===== config.mk =====
export PLATFORM = sky130hd
export DESIGN_NAME = stable_sorted_priority_queue_top_flat
export DESIGN_NICKNAME = d
export VERILOG_FILES = /design/src/rtl/sspq_pkg.sv /design/src/rtl/sspq_req_if.sv /design/src/rtl/stable_sorted_priority_queue_top.sv /design/src/rtl/sspq_ctrl.sv /design/src/rtl/sspq_datapath.sv /design/src/flat_wrapper.sv
export VERILOG_INCLUDE_DIRS = /design/src /design/src/rtl
export SDC_FILE = /design/constraint.sdc
export NUM_CORES = 2
export LEC_CHECK = 0
export BUFFER_PORTS_ARGS = -buffer_cell sky130_fd_sc_hd__buf_4
export CORE_MARGIN = 4
export CORE_UTILIZATION = 50
export DETAILED_ROUTE_END_ITERATION = 8
export PLACE_DENSITY = 0.74
export SYNTH_ARGS = -nofsm -noshare
export SYNTH_HDL_FRONTEND = slang
export SYNTH_SLANG_ARGS = --single-unit

===== constraint.sdc =====
create_clock -name clk -period 11.49 [get_ports clk]
set_input_delay 1.7235 -clock clk [delete_from_list [all_inputs] [get_ports clk]]
set_output_delay 1.7235 -clock clk [all_outputs]
set_load 0.1 [all_outputs]

===== src/rtl/assert_macros.svh =====
// Assertion macros for the RTL modules; sspq_ctrl is the one that uses them.
`ifndef ASSERT_MACROS_SVH
`define ASSERT_MACROS_SVH

// Clocked assertion, disabled while reset is high.
`define SSPQ_ASSERT(label, clk, rst, prop, msg) \
  label: assert property (@(posedge clk) disable iff (rst) (prop)) else $error(msg);

// Clocked assertion that also holds during reset.
`define SSPQ_ASSERT_ALWAYS(label, clk, prop, msg) \
  label: assert property (@(posedge clk) (prop)) else $error(msg);

`endif


===== src/rtl/sspq_pkg.sv =====
// Package: types and codes of the stable sorted priority queue.
`default_nettype none
package sspq_pkg;

  localparam int VAL_W = 31;
  localparam int PRI_W = 32;
  localparam int CNT_W = 5;
  localparam int STAT_W = 2;

  localparam logic REQ_INSERT = 1'b0;
  localparam logic REQ_REMOVE = 1'b1;

  localparam logic [STAT_W-1:0] STAT_DONE  = 2'd0;
  localparam logic [STAT_W-1:0] STAT_EMPTY = 2'd1;
  localparam logic [STAT_W-1:0] STAT_FULL  = 2'd2;

  typedef enum logic {
    ST_IDLE,
    ST_EXEC
  } state_t;

  typedef struct packed {
    logic load;
    logic exec;
  } cmd_t;

  typedef struct packed {
    logic empty;
    logic full;
  } stat_t;

endpackage
`default_nettype wire


===== src/rtl/sspq_req_if.sv =====
// Request and response channel interfaces.
`default_nettype none
interface sspq_req_if;
  logic                      valid;
  logic                      ready;
  logic                      req_type;
  logic [sspq_pkg::VAL_W-1:0] item_value;
  logic signed [sspq_pkg::PRI_W-1:0] item_priority;

  modport source (output valid, output req_type, output item_value,
                  output item_priority, input ready);
  modport sink (input valid, input req_type, input item_value,
                input item_priority, output ready);
endinterface

interface sspq_rsp_if;
  logic                              valid;
  logic                              ready;
  logic [sspq_pkg::STAT_W-1:0]       status;
  logic [sspq_pkg::VAL_W-1:0]        removed_value;
  logic signed [sspq_pkg::PRI_W-1:0] removed_priority;
  logic [sspq_pkg::CNT_W-1:0]        entry_count;
  logic [sspq_pkg::VAL_W-1:0]        head_value;
  logic [sspq_pkg::VAL_W-1:0]        tail_value;

  modport source (output valid, output status, output removed_value,
                  output removed_priority, output entry_count,
                  output head_value, output tail_value, input ready);
  modport sink (input valid, input status, input removed_value,
                input removed_priority, input entry_count,
                input head_value, input tail_value, output ready);
endinterface
`default_nettype wire


===== src/rtl/stable_sorted_priority_queue_top.sv =====
// Top level of the stable sorted priority queue.
//
//   channel | dir | payload                                         | role
//   req     | in  | req_type, item_value, item_priority             | insert / remove
//   rsp     | out | status, removed_value, removed_priority,        | one per request
//           |     | entry_count, head_value, tail_value             |
//
// Each request is captured in ST_IDLE, then executed in ST_EXEC, in which all
// entries compare against the new priority and shift in parallel.
// The response sits in an output register; a new request is captured while it
// waits, but executes only once the response register is free.
// Synchronous active-high reset empties the store; entry contents are not
// cleared, only the count. No clearing pass is needed.
`default_nettype none
module stable_sorted_priority_queue_top #(
  parameter int QUEUE_DEPTH = 16   // 2 .. 31
) (
  input wire logic   clk,
  input wire logic   rst,
  sspq_req_if.sink   req,
  sspq_rsp_if.source rsp
);

  sspq_pkg::cmd_t  cmd;   // controller -> datapath
  sspq_pkg::stat_t stat;  // datapath -> controller

  // sequencing: capture, execute, hold response until transferred
  sspq_ctrl u_ctrl (
    .clk       (clk),
    .rst       (rst),
    .in_valid  (req.valid),
    .in_ready  (req.ready),
    .out_valid (rsp.valid),
    .out_ready (rsp.ready),
    .cmd       (cmd),
    .stat      (stat)
  );

  // sorted register store and response payload
  sspq_datapath #(
    .QUEUE_DEPTH (QUEUE_DEPTH)
  ) u_datapath (
    .clk              (clk),
    .rst              (rst),
    .cmd              (cmd),
    .stat             (stat),
    .req_type         (req.req_type),
    .item_value       (req.item_value),
    .item_priority    (req.item_priority),
    .status           (rsp.status),
    .removed_value    (rsp.removed_value),
    .removed_priority (rsp.removed_priority),
    .entry_count      (rsp.entry_count),
    .head_value       (rsp.head_value),
    .tail_value       (rsp.tail_value)
  );

endmodule
`default_nettype wire


===== src/rtl/sspq_ctrl.sv =====
// Controller: request sequencing and response valid.
`default_nettype none
`include "assert_macros.svh"
module sspq_ctrl (
  input  wire logic            clk,
  input  wire logic            rst,
  input  wire logic            in_valid,
  output logic                 in_ready,
  output logic                 out_valid,
  input  wire logic            out_ready,
  output sspq_pkg::cmd_t       cmd,
  input  wire sspq_pkg::stat_t stat
);

  sspq_pkg::state_t state, state_next;
  logic             out_valid_next;

  always_comb begin
    state_next = state;
    unique case (state)
      sspq_pkg::ST_IDLE: if (in_valid) state_next = sspq_pkg::ST_EXEC;
      sspq_pkg::ST_EXEC: if (!out_valid || out_ready) state_next = sspq_pkg::ST_IDLE;
      default:           state_next = sspq_pkg::ST_IDLE;
    endcase
  end

  always_comb begin
    in_ready = 1'b0;
    cmd      = '0;
    unique case (state)
      sspq_pkg::ST_IDLE: begin
        in_ready = 1'b1;
        cmd.load = in_valid;
      end
      sspq_pkg::ST_EXEC: begin
        cmd.exec = !out_valid || out_ready;
      end
      default: ;
    endcase
  end

  always_comb begin
    out_valid_next = out_valid;
    if (cmd.exec) out_valid_next = 1'b1;
    else if (out_ready) out_valid_next = 1'b0;
  end

  always_ff @(posedge clk) begin
    if (rst) begin
      state     <= sspq_pkg::ST_IDLE;
      out_valid <= 1'b0;
    end else begin
      state     <= state_next;
      out_valid <= out_valid_next;
    end
  end

  `SSPQ_ASSERT(a_accept_to_exec, clk, rst, (state == sspq_pkg::ST_IDLE && in_valid) |=> (state == sspq_pkg::ST_EXEC), "accepted request did not start execution")
  `SSPQ_ASSERT(a_rsp_after_exec, clk, rst, $rose(out_valid) |-> $past(cmd.exec), "response valid without an executed request")
  `SSPQ_ASSERT(a_exec_no_overwrite, clk, rst, cmd.exec |-> (!out_valid || out_ready), "pending response overwritten")
  `SSPQ_ASSERT(a_stat_consistent, clk, rst, (state == sspq_pkg::ST_EXEC) |-> !(stat.empty && stat.full), "store reported both empty and full")

endmodule
`default_nettype wire


===== src/rtl/sspq_datapath.sv =====
// Datapath: sorted entry registers with parallel compare-and-shift.
`default_nettype none
module sspq_datapath #(
  parameter int QUEUE_DEPTH = 16
) (
  input  wire logic                              clk,
  input  wire logic                              rst,
  input  wire sspq_pkg::cmd_t                    cmd,
  output sspq_pkg::stat_t                        stat,
  input  wire logic                              req_type,
  input  wire logic [sspq_pkg::VAL_W-1:0]        item_value,
  input  wire logic signed [sspq_pkg::PRI_W-1:0] item_priority,
  output logic [sspq_pkg::STAT_W-1:0]            status,
  output logic [sspq_pkg::VAL_W-1:0]             removed_value,
  output logic signed [sspq_pkg::PRI_W-1:0]      removed_priority,
  output logic [sspq_pkg::CNT_W-1:0]             entry_count,
  output logic [sspq_pkg::VAL_W-1:0]             head_value,
  output logic [sspq_pkg::VAL_W-1:0]             tail_value
);

  localparam int CW = $clog2(QUEUE_DEPTH + 1);
  localparam int VW = sspq_pkg::VAL_W;
  localparam int PW = sspq_pkg::PRI_W;

  // latched request
  logic                 req_remove;
  logic [VW-1:0]        req_val;
  logic signed [PW-1:0] req_pri;

  // entry store, head at index 0
  logic [VW-1:0]        vals [QUEUE_DEPTH];
  logic signed [PW-1:0] pris [QUEUE_DEPTH];
  logic [CW-1:0]        count;
  logic [VW-1:0]        tail;

  logic [VW-1:0]        vals_next [QUEUE_DEPTH];
  logic signed [PW-1:0] pris_next [QUEUE_DEPTH];
  logic [CW-1:0]        count_next;
  logic [VW-1:0]        tail_next;

  logic [QUEUE_DEPTH-1:0] gt;     // held entry with larger priority
  logic [QUEUE_DEPTH-1:0] place;  // slot rewritten by an insert
  logic                   ins_ok, rem_ok;
  logic [CW+sspq_pkg::CNT_W-1:0] cnt_ext;

  logic [sspq_pkg::STAT_W-1:0] status_next;
  logic [VW-1:0]               rem_val_next;
  logic signed [PW-1:0]        rem_pri_next;
  logic [VW-1:0]               head_out, tail_out;

  assign stat.empty = (count == '0);
  assign stat.full  = (count == CW'(QUEUE_DEPTH));
  assign ins_ok = (req_remove == sspq_pkg::REQ_INSERT) && !stat.full;
  assign rem_ok = (req_remove == sspq_pkg::REQ_REMOVE) && !stat.empty;

  always_comb begin
    for (int i = 0; i < QUEUE_DEPTH; i++) begin
      gt[i]    = (CW'(i) < count) && (pris[i] > req_pri);
      place[i] = gt[i] || (CW'(i) == count);
    end
  end

  always_comb begin
    for (int i = 0; i < QUEUE_DEPTH; i++) begin
      vals_next[i] = vals[i];
      pris_next[i] = pris[i];
    end
    if (ins_ok) begin
      if (place[0]) begin
        vals_next[0] = req_val;
        pris_next[0] = req_pri;
      end
      for (int i = 1; i < QUEUE_DEPTH; i++) begin
        if (place[i]) begin
          if (place[i-1]) begin
            vals_next[i] = vals[i-1];
            pris_next[i] = pris[i-1];
          end else begin
            vals_next[i] = req_val;
            pris_next[i] = req_pri;
          end
        end
      end
    end else if (rem_ok) begin
      for (int i = 0; i < QUEUE_DEPTH - 1; i++) begin
        vals_next[i] = vals[i+1];
        pris_next[i] = pris[i+1];
      end
    end
  end

  always_comb begin
    count_next   = count;
    tail_next    = tail;
    status_next  = sspq_pkg::STAT_DONE;
    rem_val_next = '0;
    rem_pri_next = '0;
    if (req_remove == sspq_pkg::REQ_INSERT) begin
      if (ins_ok) begin
        count_next = count + CW'(1);
        if (gt == '0) tail_next = req_val;  // new entry lands at the tail
      end else begin
        status_next = sspq_pkg::STAT_FULL;
      end
    end else begin
      if (rem_ok) begin
        count_next   = count - CW'(1);
        rem_val_next = vals[0];
        rem_pri_next = pris[0];
      end else begin
        status_next = sspq_pkg::STAT_EMPTY;
      end
    end
    head_out = (count_next == '0) ? '0 : vals_next[0];
    tail_out = (count_next == '0) ? '0 : tail_next;
    cnt_ext  = {{sspq_pkg::CNT_W{1'b0}}, count_next};
  end

  always_ff @(posedge clk) begin
    if (cmd.load) begin
      req_remove <= req_type;
      req_val    <= item_value;
      req_pri    <= item_priority;
    end
    if (cmd.exec) begin
      for (int i = 0; i < QUEUE_DEPTH; i++) begin
        vals[i] <= vals_next[i];
        pris[i] <= pris_next[i];
      end
      tail             <= tail_next;
      status           <= status_next;
      removed_value    <= rem_val_next;
      removed_priority <= rem_pri_next;
      entry_count      <= cnt_ext[sspq_pkg::CNT_W-1:0];
      head_value       <= head_out;
      tail_value       <= tail_out;
    end
  end

  always_ff @(posedge clk) begin
    if (rst) begin
      count <= '0;
    end else if (cmd.exec) begin
      count <= count_next;
    end
  end

endmodule
`default_nettype wire

===== src/flat_wrapper.sv =====
// flat-port wrapper written by rule: the top's interface ports become plain ports
module stable_sorted_priority_queue_top_flat 
#(
  parameter int QUEUE_DEPTH = 16             
)
  (clk, rst, req_valid, req_req_type, req_item_value, req_item_priority, req_ready, rsp_valid, rsp_status, rsp_removed_value, rsp_removed_priority, rsp_entry_count, rsp_head_value, rsp_tail_value, rsp_ready);
  sspq_req_if req_i ();
  sspq_rsp_if rsp_i ();
  input wire logic clk;
  input wire logic rst;
  input wire logic [$bits(req_i.valid)-1:0] req_valid;
  input wire logic [$bits(req_i.req_type)-1:0] req_req_type;
  input wire logic [$bits(req_i.item_value)-1:0] req_item_value;
  input wire logic [$bits(req_i.item_priority)-1:0] req_item_priority;
  output wire logic [$bits(req_i.ready)-1:0] req_ready;
  output wire logic [$bits(rsp_i.valid)-1:0] rsp_valid;
  output wire logic [$bits(rsp_i.status)-1:0] rsp_status;
  output wire logic [$bits(rsp_i.removed_value)-1:0] rsp_removed_value;
  output wire logic [$bits(rsp_i.removed_priority)-1:0] rsp_removed_priority;
  output wire logic [$bits(rsp_i.entry_count)-1:0] rsp_entry_count;
  output wire logic [$bits(rsp_i.head_value)-1:0] rsp_head_value;
  output wire logic [$bits(rsp_i.tail_value)-1:0] rsp_tail_value;
  input wire logic [$bits(rsp_i.ready)-1:0] rsp_ready;
  assign req_i.valid = req_valid;
  assign req_i.req_type = req_req_type;
  assign req_i.item_value = req_item_value;
  assign req_i.item_priority = req_item_priority;
  assign req_ready = req_i.ready;
  assign rsp_valid = rsp_i.valid;
  assign rsp_status = rsp_i.status;
  assign rsp_removed_value = rsp_i.removed_value;
  assign rsp_removed_priority = rsp_i.removed_priority;
  assign rsp_entry_count = rsp_i.entry_count;
  assign rsp_head_value = rsp_i.head_value;
  assign rsp_tail_value = rsp_i.tail_value;
  assign rsp_i.ready = rsp_ready;
  stable_sorted_priority_queue_top #(.QUEUE_DEPTH(QUEUE_DEPTH)) u_core (.clk(clk), .rst(rst), .req(req_i), .rsp(rsp_i));
endmodule

======== After elaboration in Yosys (flattened, before gate mapping) ========
Memory sizes are Yosys's and may differ from the RTL's.
Index checks and enable logic that the tools add are counted.
word-level totals
  register bits ........................... 234
  bits in writable memories ............... 1,008
  word-level logic and storage cells ...... 197
  memories ................................ 2
memory list
  name                    depth  width  rd ports  clocked after memory_dff  wr ports  line                 source
  u_core.u_datapath.pris  16     32     16        0                         16        sspq_datapath.sv:32  logic signed [PW-1:0] pris [QUEUE_DEPTH];
  u_core.u_datapath.vals  16     31     16        0                         16        sspq_datapath.sv:31  logic [VW-1:0] vals [QUEUE_DEPTH];
cells by class
  add/subtract/negate cells ............... 2
  $lt $le $gt $ge ......................... 32
  eq/ne operators ......................... 16
  multiplexer cells ....................... 87
  bitwise gates (word level) .............. 2
  reduce and logical (&&, ||, !) cells .... 43
operator list
  cell                                                       count
  two-way mux 31 bit                                         35
  two-way mux 32 bit                                         32
  two-way mux 480 bit                                        2
  two-way mux 465 bit                                        2
  > comparator 32 bit                                        16
  equality test 4 x 5 -> 1 bit, first input constant         8
  less-than comparator 4 x 5 -> 1 bit, first input constant  8
  equality test 3 x 5 -> 1 bit, first input constant         4
  less-than comparator 3 x 5 -> 1 bit, first input constant  4
  logical AND 1 bit                                          18
  logical OR 1 bit                                           17
  logical NOT 16 bit                                         1
  two-way mux 5 bit                                          3
  equality test 2 x 5 -> 1 bit, first input constant         2
  logical NOT 5 bit                                          2
  less-than comparator 1 x 5 -> 1 bit, first input constant  2
  less-than comparator 2 x 5 -> 1 bit, first input constant  2
  two-way mux 1 bit                                          10
  adder 5 x 1 -> 5 bit, second input constant                1
  equality test 1 x 5 -> 1 bit, first input constant         1
  equality test 5 bit, second input constant                 1
  subtractor 5 x 1 -> 5 bit, second input constant           1
  two-way mux 2 bit                                          2
  logical NOT 1 bit                                          3
  4 further kinds                                            5

======== Longest topological paths before layout ========
An unclocked memory read counts as a cell.
  depth after elaboration ................. 7
  gate-level depth with buffers ........... 15
  depth with buffers taken out ............ 12

======== By module ========
A second synthesis with hierarchy kept.
unflattened totals
  cell total of the unflattened synthesis .. 6,342
  area total of the unflattened synthesis .. 70,827.9 µm²
by module, submodules not included
  module         instances  cells each  area an instance (µm²)  seq. area each (µm²)
  sspq_datapath  1          6,332       70,732.8                37,185.7
  sspq_ctrl      1          10          95.1                    40.0

======== Least setup slack after synthesis ========
No wires, ideal clock.
  kind .................................... input-to-reg
  start point ............................. input rsp_ready
  end point ............................... memory u_core.u_datapath.pris[1][0] in the netlist's numbering, enable pin
  data arrival time ....................... 10.236 ns
  required time ........................... 10.968 ns
  slack ................................... 0.732 ns
  stages .................................. 5
  buffers on the path ..................... 0
  path through ............................ nand2b_1 nand2_1 inv_1 nand2_1 a31oi_1
RTL lines
  element             line                 source
  start: declaration  flat_wrapper.sv:23   input wire logic [$bits(rsp_i.ready)-1:0] rsp_ready;
  end: declaration    sspq_datapath.sv:32

==> impl_metrics.json <==
{
  "core_area_um2": 139900,
  "worstSkewPairLatency_ps": 790,
  "maxSlewHeadroom": 0.1391,
  "netlist_area_um2": 70580,
  "drive_gt1_frac": 0.09271,
  "drt_iter0_drc": 5608,
  "antenna_found_initial": 2,
  "cts_resized": 0,
  "stdcell_count": 8531,
  "synth_area_per_cell_um2": 10.69,
  "post_cts_buffers": 0,
  "max_freq_mhz": 162.9,
  "fin_nets": 7139,
  "post-dp-hpwl_um": 134500,
  "htreeDepth": 4,
  "cts_num_sinks": 1242,
  "fp.dieW_um": 383.7,
  "grt_pass1_vias": 52990,
  "vias": 52920,
  "fin_area_um2": 77740,
  "die_area_um2": 147200,
  "dr.pass1.iters": 6,
  "cp_max_fo": 63,
  "syn-num-nets": 7190,
  "gp_congestion": 0.9379,
  "start_util": 0.5046,
  "p_total_uw": 12410,
  "totalWireLength_um": 197100,
  "p_leak_uw": 0.02829,
  "cts_tree": "built",
  "final_cell_mix": "edfxtp_1, nand2_1, o21ai_0, mux2i_1, ha_1",
  "dp.cells": 8295,
  "start_kind": "register",
  "synth_cell_type_count": 77,
  "drv_cap": 0,
  "clk_pin_slew_ps": 60,
  "drtAntennaViolNets": 0,
  "fin_skew_ps": 28.26,
  "clk_path_buf_depth": 3,
  "placed_area_um2": 73460,
  "fin_crit_sh": 0.5343,
  "rows": 137,
  "ir_drop_v": 0.0001745,
  "async_reset_ff_frac": 0,
  "numCtsBuffers": 133,
  "num_io_pins": 202,
  "die_h_um": 383.7,
  "fin_setup_tns_ps": 0,
  "wl_per_cell_um": 23.11,
  "crit_type": "reg2reg",
  "slew_viol_final": 0,
  "grt-ovfl-total": 0,
  "hp-class": "reg2reg",
  "clock-root-buffer": "clkbuf_16",
  "ys_ff_latch": 1242,
  "diodes": 0,
  "grt_start_max_net_pins": 212,
  "worstSetupEndpointType": "register",
  "hold_violations": 0,
  "grt_pass1_wl_um": 301600,
  "synth_edf_count": 1235,
  "rsz0062_at_grt": "no",
  "final_common_cell": "edfxtp_1",
  "min_period_ps": 6140,
  "status": "complete, no violations",
  "synth_warnings": 0,
  "io_buffers": 201,
  "cp.required_ps": 11880,
  "synthCells": 6605,
  "yosysSeqAreaShare": 0.5274,
  "arrival_ps": 6530,
  "power.density_nw_per_um2": 159.6,
  "synth_ff_type": "edfxtp_1",
  "routed_via_density": 6.203,
  "worstMarginPinSlew_ps": 1281,
  "post-route-util": 0.5558,
  "grt_util_all_layers": 0.2589,
  "holdBufCountCts": 0,
  "finalSetupViolCount": 0,
  "area_growth_pct": 10.15,
  "drc": 0
}
## metal layers
layer	wire length [um]	part of all wire	track usage
met5	13	0.000066	0
met4	8926	0.045	0.1158
met3	10400	0.053	0.03464
met2	98870	0.50	0.4495
met1	78890	0.40	0.3227
## Yosys cell counts, types with 6 or more instances
master | n | share of area
xnor2_1 | 6 | 0.00074
a221oi_1 | 17 | 0.0021
and4_1 | 34 | 0.0042
o21ai_1 | 21 | 0.0015
nand4_1 | 76 | 0.0067
nand3_1 | 50 | 0.0035
buf_2 | 64 | 0.0045
nor2_1 | 381 | 0.020
dfxtp_1 | 7 | 0.0020
mux2_2 | 35 | 0.0056
a21boi_0 | 8 | 0.00085
mux2_4 | 26 | 0.0055
a21o_1 | 56 | 0.0060
a222oi_1 | 31 | 0.0044
o31ai_1 | 8 | 0.00085
nor3_1 | 15 | 0.0011
edfxtp_1 | 1235 | 0.53
a31oi_1 | 11 | 0.00098
a211oi_1 | 8 | 0.00085
clkbuf_1 | 390 | 0.021
nor4_1 | 16 | 0.0014
buf_1 | 8 | 0.00043
a221o_1 | 13 | 0.0018
o21ai_0 | 1050 | 0.074
o211ai_1 | 19 | 0.0020
nand2_1 | 1069 | 0.057
buf_4 | 22 | 0.0023
a21oi_1 | 494 | 0.035
mux2i_1 | 633 | 0.090
ha_1 | 517 | 0.092
nor2b_1 | 23 | 0.0020
inv_1 | 98 | 0.0052
and3_1 | 72 | 0.0064
## registers in the layout, indices dropped and copies added (netlist names)
name	cells
u_core.u_datapath.req_remove	1
u_core.u_datapath.tail_value	31
u_core.u_ctrl.state	1
u_core.u_datapath.tail	31
u_core.u_datapath.entry_count	5
u_core.u_datapath.removed_priority	32
u_core.u_datapath.req_pri	32
u_core.u_ctrl.out_valid	1
u_core.u_datapath.req_val	31
u_core.u_datapath.status	2
u_core.u_datapath.vals	496
u_core.u_datapath.pris	512
u_core.u_datapath.count	5
u_core.u_datapath.head_value	31
u_core.u_datapath.removed_value	31
## report_power, final
part / internal (uW) / switching, uW
combinational: 768 / 1680
sequential: 5420 / 218
clock: 2440 / 1890
## final timing paths
check             slack [ps]                          start  cells after the start                              to
setup reg to reg        5350  u_core.u_datapath.req_pri[31]                     13  u_core.u_datapath.vals[1][231]
setup / recovery        5350  u_core.u_datapath.req_pri[31]                     13  u_core.u_datapath.vals[1][231]
hold reg to reg          520        u_core.u_ctrl.out_valid                      2         u_core.u_ctrl.out_valid
hold / removal           520        u_core.u_ctrl.out_valid                      2         u_core.u_ctrl.out_valid
## final cells by class
cell class                      count  area, um^2
Tap cell                         1876        2347
Timing Repair Buffer              306        2310
Clock buffer                      158        3486
Clock inverter                     78       798.3
Sequential cell                  1242       37230
Fill cell                       11800       62130
Inverter                           98       375.4
Multi-Input combinational cell   4773       31200
## worst max-delay path: stages (launching register included)
cell and delay [ps]:
edfxtp_1 560, inv_1 70, buf_4 260, ha_1 390, and4_1 240, nand4_1 150
or4_1 670, inv_1 90, a21oi_1 70, xnor2_1 170, nor3_1 980, a31oi_1 310
nor3_2 750, buf_4 900
## kinds of logic (layout without fill, tap and decap cells)
group	after synthesis	count (layout)	synth area share
compound gates	1777	1777	0.1366
simple gates	1772	1772	0.1068
flops	1242	1242	0.5274
mux	697	697	0.1014
buf+inv	590	640	0.03491
fa+ha+maj	517	517	0.09165
xor+xnor	10	10	0.001241
## stage by stage
step | hold WS, ps | setup WS, ps
finish | 516.0 | 5350
global placement | 500.5 | 5688
detailed placement | 508.5 | 5717
floorplan | 493.9 | 732.0
CTS | 517.3 | 5701
global route | 545.5 | 5138
Note: power is estimated with default switching activity, not from simulation.
